File: config.mk
export PLATFORM = sky130hd
export DESIGN_NAME = lsc_adder
export DESIGN_NICKNAME = d
export VERILOG_FILES = /design/src/rtl/assert_macros.svh /design/src/rtl/lsc_pkg.sv /design/src/rtl/lsc_adder.sv
export SDC_FILE = /design/constraint.sdc
export NUM_CORES = 1
export LEC_CHECK = 0
export BUFFER_PORTS_ARGS = -buffer_cell sky130_fd_sc_hd__buf_2
export CAP_MARGIN = 40
export CORE_MARGIN = 4
export CORE_UTILIZATION = 56
export DETAILED_ROUTE_END_ITERATION = 8
export GPL_TIMING_DRIVEN = 0
export PLACE_DENSITY = 0.82
export SYNTH_ARGS = -nofsm -noshare
export SYNTH_HDL_FRONTEND = slang
export SYNTH_SLANG_ARGS = --single-unit
File: constraint.sdc
create_clock -name aclk -period 3.4 [get_ports aclk]
set_input_delay 0.51 -clock aclk [delete_from_list [all_inputs] [get_ports aclk]]
set_output_delay 0.51 -clock aclk [all_outputs]
set_load 0.01 [all_outputs]
File: src/rtl/assert_macros.svh
// Assertion macros used by the top-level RTL file of the classifier.
`ifndef ASSERT_MACROS_SVH
`define ASSERT_MACROS_SVH
`ifndef SYNTHESIS
// Check an implication on every rising edge, off while reset is low.
`define LSC_ASSERT(label, clk, rstn, prop) \
    label: assert property (@(posedge clk) disable iff (!rstn) prop) \
        else $error("classifier check failed");
// Check that a condition never holds, off while reset is low.
`define LSC_NEVER(label, clk, rstn, cond) \
    label: assert property (@(posedge clk) disable iff (!rstn) !(cond)) \
        else $error("classifier forbidden condition seen");
`else
`define LSC_ASSERT(label, clk, rstn, prop)
`define LSC_NEVER(label, clk, rstn, cond)
`endif
`endif

File: src/rtl/lsc_pkg.sv
// Types, constants and codes of the lookup-sum pixel classifier.
`default_nettype none
package lsc_pkg;

    localparam int PLANE_COUNT  = 4;
    localparam int BIN_BITS     = 8;
    localparam int WEIGHT_BITS  = 16;
    localparam int SEL_BITS     = 2;
    localparam int PAIR_BITS    = WEIGHT_BITS + 1;
    localparam int SCORE_BITS   = 19;
    localparam int BIAS_BITS    = 16;
    localparam int ACTIVE_BITS  = 3;
    localparam int CFG_IDX_BITS = 1;
    localparam int CFG_DATA_BITS = 16;

    // Item commands
    localparam logic CMD_WRITE    = 1'b0;
    localparam logic CMD_CLASSIFY = 1'b1;

    // Register indexes
    localparam logic [CFG_IDX_BITS-1:0] REG_BIAS_OFFSET     = 1'b0;
    localparam logic [CFG_IDX_BITS-1:0] REG_ACTIVE_FEATURES = 1'b1;

    localparam logic [ACTIVE_BITS-1:0] ACTIVE_RESET = 3'd4;

    typedef logic signed [WEIGHT_BITS-1:0] coef_t;
    typedef logic        [BIN_BITS-1:0]    bin_t;

    // Control that travels with an item down the pipeline
    typedef struct packed {
        logic                   valid;
        logic                   classified;
        logic [PLANE_COUNT-1:0] lane_en;
    } lsc_ctrl_t;

endpackage
`default_nettype wire

File: src/rtl/lsc_adder.sv
// Two-stage adder tree: pair sums, then offset plus pairs into the output register.
`default_nettype none
module lsc_adder import lsc_pkg::*; (
    input  wire logic                  aclk,
    input  wire logic                  aresetn,
    input  wire lsc_ctrl_t             st1_ctrl,
    input  wire coef_t                 st1_weight [PLANE_COUNT],
    output logic                       st2_ready,
    input  wire logic signed [BIAS_BITS-1:0] bias_offset,
    output logic                       m_valid,
    input  wire logic                  m_ready,
    output logic signed [SCORE_BITS-1:0] m_score,
    output logic                       m_classified
);

    logic                        v2_reg, v2_next;
    logic                        cls2_reg, cls2_next;
    logic signed [PAIR_BITS-1:0] p01_reg, p01_next;
    logic signed [PAIR_BITS-1:0] p23_reg, p23_next;
    logic                        v3_reg, v3_next;
    logic                        cls3_reg, cls3_next;
    logic signed [SCORE_BITS-1:0] score_reg, score_next;
    logic                        adv2, adv3;
    coef_t                       lane [PLANE_COUNT];

    assign adv3      = !v3_reg || m_ready;
    assign adv2      = !v2_reg || adv3;
    assign st2_ready = adv2;

    // Drop weights of inactive or masked lanes
    always_comb begin
        for (int f = 0; f < PLANE_COUNT; f++) begin
            lane[f] = st1_ctrl.lane_en[f] ? st1_weight[f] : '0;
        end
    end

    // Pair sums
    always_comb begin
        v2_next   = v2_reg;
        cls2_next = cls2_reg;
        p01_next  = p01_reg;
        p23_next  = p23_reg;
        if (adv2) begin
            v2_next   = st1_ctrl.valid;
            cls2_next = st1_ctrl.classified;
            p01_next  = PAIR_BITS'(lane[0]) + PAIR_BITS'(lane[1]);
            p23_next  = PAIR_BITS'(lane[2]) + PAIR_BITS'(lane[3]);
        end
    end

    // Final sum, or zero for a masked-out pixel
    always_comb begin
        v3_next    = v3_reg;
        cls3_next  = cls3_reg;
        score_next = score_reg;
        if (adv3) begin
            v3_next   = v2_reg;
            cls3_next = cls2_reg;
            if (cls2_reg) begin
                score_next = SCORE_BITS'(bias_offset) + SCORE_BITS'(p01_reg)
                             + SCORE_BITS'(p23_reg);
            end else begin
                score_next = '0;
            end
        end
    end

    always_ff @(posedge aclk) begin
        if (!aresetn) begin
            v2_reg <= 1'b0;
            v3_reg <= 1'b0;
        end else begin
            v2_reg <= v2_next;
            v3_reg <= v3_next;
        end
    end

    always_ff @(posedge aclk) begin
        cls2_reg  <= cls2_next;
        p01_reg   <= p01_next;
        p23_reg   <= p23_next;
        cls3_reg  <= cls3_next;
        score_reg <= score_next;
    end

    assign m_valid      = v3_reg;
    assign m_score      = score_reg;
    assign m_classified = cls3_reg;

endmodule
`default_nettype wire

* Word-level counts from Yosys, hierarchy flattened
Index checks and enable logic that the tools add are counted.
** Storage, ports and cells
- Register bits :: 57
- Output and inout bits :: 22
- Word-level logic and storage cells :: 19
** Operators by class
- Add/subtract/negate cells :: 4
- Multiplexer cells :: 4
- Reduce and logical (&&, ||, !) cells :: 4
** Operators by type and width (count)
- 16-bit two-way mux :: 4
- 16-bit by 16-bit adder with 17-bit output :: 2
- 18-bit by 17-bit adder with 19-bit output :: 1
- 16-bit by 17-bit adder with 18-bit output :: 1
- 1-bit zero test :: 2
- 1-bit logical OR :: 2

* Logic depth before layout (Yosys ltp)
Gate-level depths: netlist of run 1.
- Depth after elaboration :: 3
- Depth in mapped cells :: 12
- Depth with buffers taken out :: 12

* Least setup slack after synthesis of run 1
Ideal clock, no wire load.
- Path kind :: input port to flip-flop
- Start point :: input bias_offset[1]
- End point :: register score_reg[17], in the netlist m_score[17] (data pin)
- Arrival time :: 2.633 ns
- Data required time :: 3.140 ns
- Setup slack :: 0.507 ns
- Stages on the path :: 10
- Path buffers :: 0
- Cell sequence :: fa_1 > ha_1 > inv_1 > fa_1 > nor2b_1 > o31a_1 > o22ai_1 > nor4_1 > o21ai_0 > nor3b_1
** On the way
- Longest elaborated chain between the ends :: 2
** Ends and longest elaborated chain
- start: declaration :: RTL line lsc_adder.sv:9 : input wire logic signed [BIAS_BITS-1:0] bias_offset,
- 16-bit by 17-bit adder with 18-bit output :: RTL line lsc_adder.sv:60 : score_next = SCORE_BITS'(bias_offset) + SCORE_BITS'(p01_reg)
- 18-bit by 17-bit adder with 19-bit output :: RTL line lsc_adder.sv:61 : + SCORE_BITS'(p23_reg);
- end signal: assignment :: RTL line lsc_adder.sv:83 : score_reg <= score_next;
- end: declaration :: RTL line lsc_adder.sv:22 : logic signed [SCORE_BITS-1:0] score_reg, score_next;
No other way between the ends.
A chain may end at the register's enable or synchronous reset.

* Worst setup path in the final report of run 1
- Start point :: register p01_reg[1]
- End point :: register score_reg[17], in the netlist m_score[17] (data pin)
** On the way
- Longest elaborated chain between the ends :: 2
** Ends and longest elaborated chain
- start: declaration :: RTL line lsc_adder.sv:18 : logic signed [PAIR_BITS-1:0] p01_reg, p01_next;
- start signal: assignment :: RTL line lsc_adder.sv:80 : p01_reg <= p01_next;
- 16-bit by 17-bit adder with 18-bit output :: RTL line lsc_adder.sv:60
- 18-bit by 17-bit adder with 19-bit output :: RTL line lsc_adder.sv:61
No other way between the ends.

==> out/results.ini, run 1 <==
[yosys]
yosys.cell_count.top_type=sky130_fd_sc_hd__and2_1
synth_top_cells_by_count=sky130_fd_sc_hd__and2_1 (66), sky130_fd_sc_hd__edfxtp_1 (55), sky130_fd_sc_hd__ha_1 (49), sky130_fd_sc_hd__a21oi_1 (37), sky130_fd_sc_hd__nor2_1 (33)
synth-warning-count=0
synth_cell_type_count=62
most_area_hungry_cell_type_in_the_yosys_netlist=sky130_fd_sc_hd__edfxtp_1
synth_seq_cells=57
postSynth.topFlopCell=sky130_fd_sc_hd__edfxtp_1
yosysTopAreaCellShare=0.337
syn-cell-area_um2=4900
mappedNetlistNets=646
synthesis.instances=488
synthArstFlopShare=0
synth_area_leaders=sky130_fd_sc_hd__edfxtp_1 (34%), sky130_fd_sc_hd__ha_1 (13%), sky130_fd_sc_hd__and2_1 (8.4%), sky130_fd_sc_hd__fa_1 (8.2%), sky130_fd_sc_hd__a21oi_1 (3.8%)
yosysSeqAreaShare=0.345
synth_area_per_cell_um2=10.0
synth_edf_count=55

[timing]
hold_viol_final=0
finalMaxSlewViolations=0
endpoints_failing_setup=0
maxClockFrequency_mhz=319
fin_skew_ns=0.0134
fin_worst_hold_slack_ns=0.380
finalWorstPathRequiredPeriod_ns=3.14
rsz0062_at_grt=false
finalCritPeriodShare=0.922
timing.slew.headroom=0.506
timing.setup.tns_ns=0
worst-slew-pin-transition_ns=0.740

[grt]
via_count_of_the_first_global_routing_pass=4034
grt-ovfl-total=0
grt_antenna_before_repair=0
globalRouteTotalUtil=0.223
grt_start_max_net_pins=25
wire_length_of_the_first_global_routing_pass_um=18300

[floorplan]
io_pins=111
rows=33
die_area_um2=10300
start_util=0.585
floorplan.die.height_um=102
core_area_um2=8380
floorplan.die.width_um=102

[cts]
holdBufCountCts=0
clkTransAtPathRegs_ns=0.06
cts_buffers=9
clockBufferDepth=2
cts_tree=built
htree_levels=3
clk_root_buffer_cell=sky130_fd_sc_hd__clkbuf_8
clkSinkCount=57
post-cts-setup-buffers=0
post_cts_resized=0
clock_latency_ns=0.33

[hold_path]
holdCritPathClass=in2reg
worst_hold_startpoint=st1_ctrl[4]

[detailed_routing]
wl_met3_um=734
remaining_drc_errors=0
final_antenna_net_count=0
num_vias=4069
wl_met1_um=4820
via_per_inst=5.65
highest_routed_metal_layer=met4
detailedRoute.firstIterationViolations=182
totalWireLength_um=11200
wl_met2_um=5520
avgRoutedWirePerCell_um=15.5
drt-pass1-iter-count=5

[worst_setup_path]
start_point_of_the_critical_path=p01_reg[1]
regToRegStartpoint=p01_reg[1]
cp-start-kind=flop
crit_required_ns=3.48
timing_worst_setup_path_type=reg2reg
timing.critical_path.to_type=flop
arrival_ns=3.21
critPathMaxFanout=4

[placed_design]
dp.cells=704
post-dp-hpwl_um=9180
gp_routability_congestion=0.964
count_of_buffers_from_port_buffering=110

[status]
outcome=complete, no violations

[finish]
multi_input_area_um2=3090
finalCoreUtilization=0.691
nNetsFinal=768
diodes=0
layoutNonFillerInstCount=720
fill_cells=671
seqCellArea_um2=1690
largest_reg_flops=19
fraction_of_layout_instances_using_a_drive_strength_above_1=0.228
area_growth_syn_to_layout_pct=18.2

[power]
powerDensity_nw_per_um2=520
worst_ir_drop_vdd_mv=0.245
power.static_leakage_uw=0.00262

[job]
max_cap_violations=0

[final cells by class]
| class | count | share of cell area |
|---|---|---|
| Inverter | 24 | 0.0155 |
| Buffer | 9 | 0.00605 |
| Sequential cell | 57 | 0.292 |
| Tap cell | 105 | 0.0227 |
| Multi-Input combinational cell | 398 | 0.533 |
| Timing Repair Buffer | 111 | 0.0976 |
| Clock inverter | 7 | 0.0121 |
| Clock buffer | 9 | 0.0214 |
[worst max-delay path, cell delays in order, from the launching register on]
cell and delay (ns):
sky130_fd_sc_hd__edfxtp_1 0.40, sky130_fd_sc_hd__fa_1 0.52, sky130_fd_sc_hd__ha_1 0.22, sky130_fd_sc_hd__inv_1 0.07
sky130_fd_sc_hd__fa_1 0.37, sky130_fd_sc_hd__nor2b_1 0.19, sky130_fd_sc_hd__o31a_1 0.19, sky130_fd_sc_hd__o22ai_1 0.18
sky130_fd_sc_hd__nor4_1 0.45, sky130_fd_sc_hd__o21ai_0 0.13, sky130_fd_sc_hd__nor3b_1 0.16
[routing by layer]
metal,up-vias,global-route usage
met5,-,0
met4,0,0.0521
met3,14,0.0386
met2,147,0.381
met1,1877,0.296
li1,2031,-
[per-stage QoR]
step                total power, uW  setup slack (ns)  cell area [um2]
finish                         3010             0.264             5790
global route                   3210             0.110             5790
CTS                            3010             0.327             5790
detailed placement             2370           -0.0346             5600
global placement               2310            0.0276             5590
floorplan                      2010             0.507             4900
[layout by cell type, fill, tap and decap left out, drive strengths merged, types with 17 or more instances in the layout]
cell type	count
buf	112
and2	66
edfxtp	55
ha	49
a21oi	37
nor2	33
o21ai	30
inv	24
nand2	23
xnor2	20
fa	20
clkbuf	17
[power by group]
| group | switching [uW] | internal (uW) | total (uW) |
|---|---|---|---|
| Clock | 279 | 336 | 615 |
| Sequential | 51.9 | 975 | 1030 |
| Combinational | 771 | 597 | 1370 |
| Total | 1100 | 1910 | 3010 |
[cells by family (layout without fill, tap and decap cells)]
group | Yosys count | after routing | share of synthesized area
adder cells (fa/ha/maj) | 69 | 69 | 0.207
AND/OR/NAND/NOR | 168 | 168 | 0.188
flip-flops | 57 | 57 | 0.345
AO/OA/AOI/OAI | 129 | 129 | 0.178
XOR/XNOR | 30 | 30 | 0.0536
multiplexers | 2 | 2 | 0.00408
buffers and inverters | 33 | 160 | 0.0255
[path summary, 6_finish.rpt]
| path | endpoint | slack, ns | cells after the start |
|---|---|---|---|
| setup reg to reg | m_score[17] | 0.26 | 10 |
| setup / recovery | m_score[17] | 0.26 | 10 |
| hold reg to reg | m_valid | 0.51 | 1 |
| hold / removal | cls2_reg | 0.38 | 1 |
(Power assumes the default switching activity.)
==> run 2, diff against run 1 <==
--- a/config.mk
+++ b/config.mk
@@ -7,11 +7,13 @@
 export LEC_CHECK = 0
 export BUFFER_PORTS_ARGS = -buffer_cell sky130_fd_sc_hd__buf_2
 export CAP_MARGIN = 40
+export CELL_PAD_IN_SITES_DETAIL_PLACEMENT = 1
+export CELL_PAD_IN_SITES_GLOBAL_PLACEMENT = 2
 export CORE_MARGIN = 4
-export CORE_UTILIZATION = 56
+export CORE_UTILIZATION = 34
 export DETAILED_ROUTE_END_ITERATION = 8
 export GPL_TIMING_DRIVEN = 0
-export PLACE_DENSITY = 0.82
+export PLACE_DENSITY_LB_ADDON = 0.1
 export SYNTH_ARGS = -nofsm -noshare
 export SYNTH_HDL_FRONTEND = slang
 export SYNTH_SLANG_ARGS = --single-unit
==> out/results.ini, run 2 (synthesis gave the netlist of run 1 again) <==
[timing]
finalWorstPathRequiredPeriod_ns=3.14
hold_viol_final=0
fin_skew_ns=0.00547
finalMaxSlewViolations=0
timing.setup.tns_ns=0
worst-slew-pin-transition_ns=0.829
endpoints_failing_setup=0
finalCritPeriodShare=0.922
maxClockFrequency_mhz=319
timing.slew.headroom=0.445
rsz0062_at_grt=false

[detailed_routing]
num_vias=3960
detailedRoute.firstIterationViolations=196
totalWireLength_um=12200
final_antenna_net_count=0
drt-pass1-iter-count=4
via_per_inst=4.99
remaining_drc_errors=0
avgRoutedWirePerCell_um=15.4

[worst_setup_path]
worst_path_largest_cell_delay_ns=0.53
cpMostUsedCell=sky130_fd_sc_hd__fa_1
timing.critical_path.to_type=flop
critPathMaxFanout=4
critical_path_s_top_delay_family=adder cells
crit_required_ns=3.47
timing_worst_setup_path_type=reg2reg
cp-start-kind=flop
crit_chain=fa_1 -> ha_1 -> inv_1 -> fa_1 -> nor2b_1 -> o31a_1 -> o22ai_1 -> nor4_2 -> o21ai_0 -> nor3b_1
arrival_ns=3.21
crit_path_top_delay_cell=sky130_fd_sc_hd__fa_1
worst-path-buf-inv=1

[finish]
layoutNonFillerInstCount=794
fraction_of_layout_instances_using_a_drive_strength_above_1=0.230
layout.cells.most_common=sky130_fd_sc_hd__buf_2
largest_reg_flops=19
postLayoutCellArea_um2=6050
fill_cells=1628
area_growth_syn_to_layout_pct=23.4
final_cell_mix=sky130_fd_sc_hd__buf_2 (111), sky130_fd_sc_hd__and2_1 (66), sky130_fd_sc_hd__edfxtp_1 (55)
nNetsFinal=767
diodes=0

[power]
worst_ir_drop_vdd_mv=0.240
power.total_uw=3490
powerDensity_nw_per_um2=576
power.static_leakage_uw=0.00270

[cts]
holdBufCountCts=0
htree_levels=3
post-cts-setup-buffers=0
clock_latency_ns=0.32
cts_tree=built
cts_buffers=9
post_cts_resized=0
clockBufferDepth=2
clkSinkCount=57
clkTransAtPathRegs_ns=0.05
clk_root_buffer_cell=sky130_fd_sc_hd__clkbuf_16

[placed_design]
count_of_buffers_from_port_buffering=110
post-dp-hpwl_um=10200
placed_area_um2=5680
gp_routability_congestion=0.805
dp.cells=778

[floorplan]
core_area_um2=14000
io_pins=111
die_area_um2=16400
floorplan.die.height_um=128
floorplan.die.width_um=128
start_util=0.351
rows=43

[grt]
wire_length_of_the_first_global_routing_pass_um=20500
globalRouteTotalUtil=0.155
via_count_of_the_first_global_routing_pass=4161
grt_antenna_before_repair=0
grt-ovfl-total=0
grt_start_max_net_pins=37

[hold_path]
holdCritPathClass=in2reg

[job]
max_cap_violations=0

[status]
outcome=complete, no violations

[run 2: cell types whose count changed in the layout (fill, tap and decap cells not counted), moves of 3 or more]
cell                         delta
sky130_fd_sc_hd__clkinvlp_4     -3
sky130_fd_sc_hd__clkbuf_8       -9
sky130_fd_sc_hd__clkbuf_16      +9
sky130_fd_sc_hd__bufinv_16      +3
[run 2: final timing paths]
kind	start	end	slack, ns	cells past startpoint
setup / recovery	p01_reg[1]	m_score[17]	0.26	10
hold / removal	st1_ctrl[4]	cls2_reg	0.38	1
setup reg to reg	p01_reg[1]	m_score[17]	0.26	10
hold reg to reg	v2_reg	m_valid	0.52	1
[run 2: through the flow]
step	hold slack (ns)	utilization	worst slack, ns
6_report	0.378	0.433	0.264
5_1_grt	0.368	0.433	0.0430
4_1_cts	0.363	0.432	0.158
3_5_place_dp	0.514	0.406	-0.147
3_3_place_gp	0.474	0.406	-0.130
2_1_floorplan	0.463	-	0.507
[run 2: area by class of cell]
type,count,area [um2],area share
inverters,24,90.1,0.0149
multi-input cells,398,3100,0.513
well taps,180,225,0.0372
flip-flops and latches,57,1690,0.279
plain buffers,9,35.0,0.00579
clock buffers,9,225,0.0372
repair buffers,110,551,0.0909
clock inverters,7,133,0.0219
[run 2: where the power goes]
group / internal [uW] / leakage (uW) / switching [uW] / total (uW)
registers: 978 / 0.000624 / 57.9 / 1040
clock network: 782 / 0.000174 / 296 / 1080
logic: 600 / 0.00190 / 775 / 1370
[run 2: worst reg2reg max path, delay by kind of cell (launching register included)]
kind	cells	cell delay [ns]
and+or+nand+nor	3	0.71
adders and majority gates	3	1.14
AOI/OAI and AO/OA	3	0.51
DFF	1	0.44
buffers and inverters	1	0.08
[run 2: routing by layer]
layer	global-route usage	vias to the layer above	wire length, um
met4	0.0493	0	149
li1	-	2031	-
met5	0	-	0
met2	0.266	81	5940
met3	0.0175	11	530
met1	0.206	1837	5580
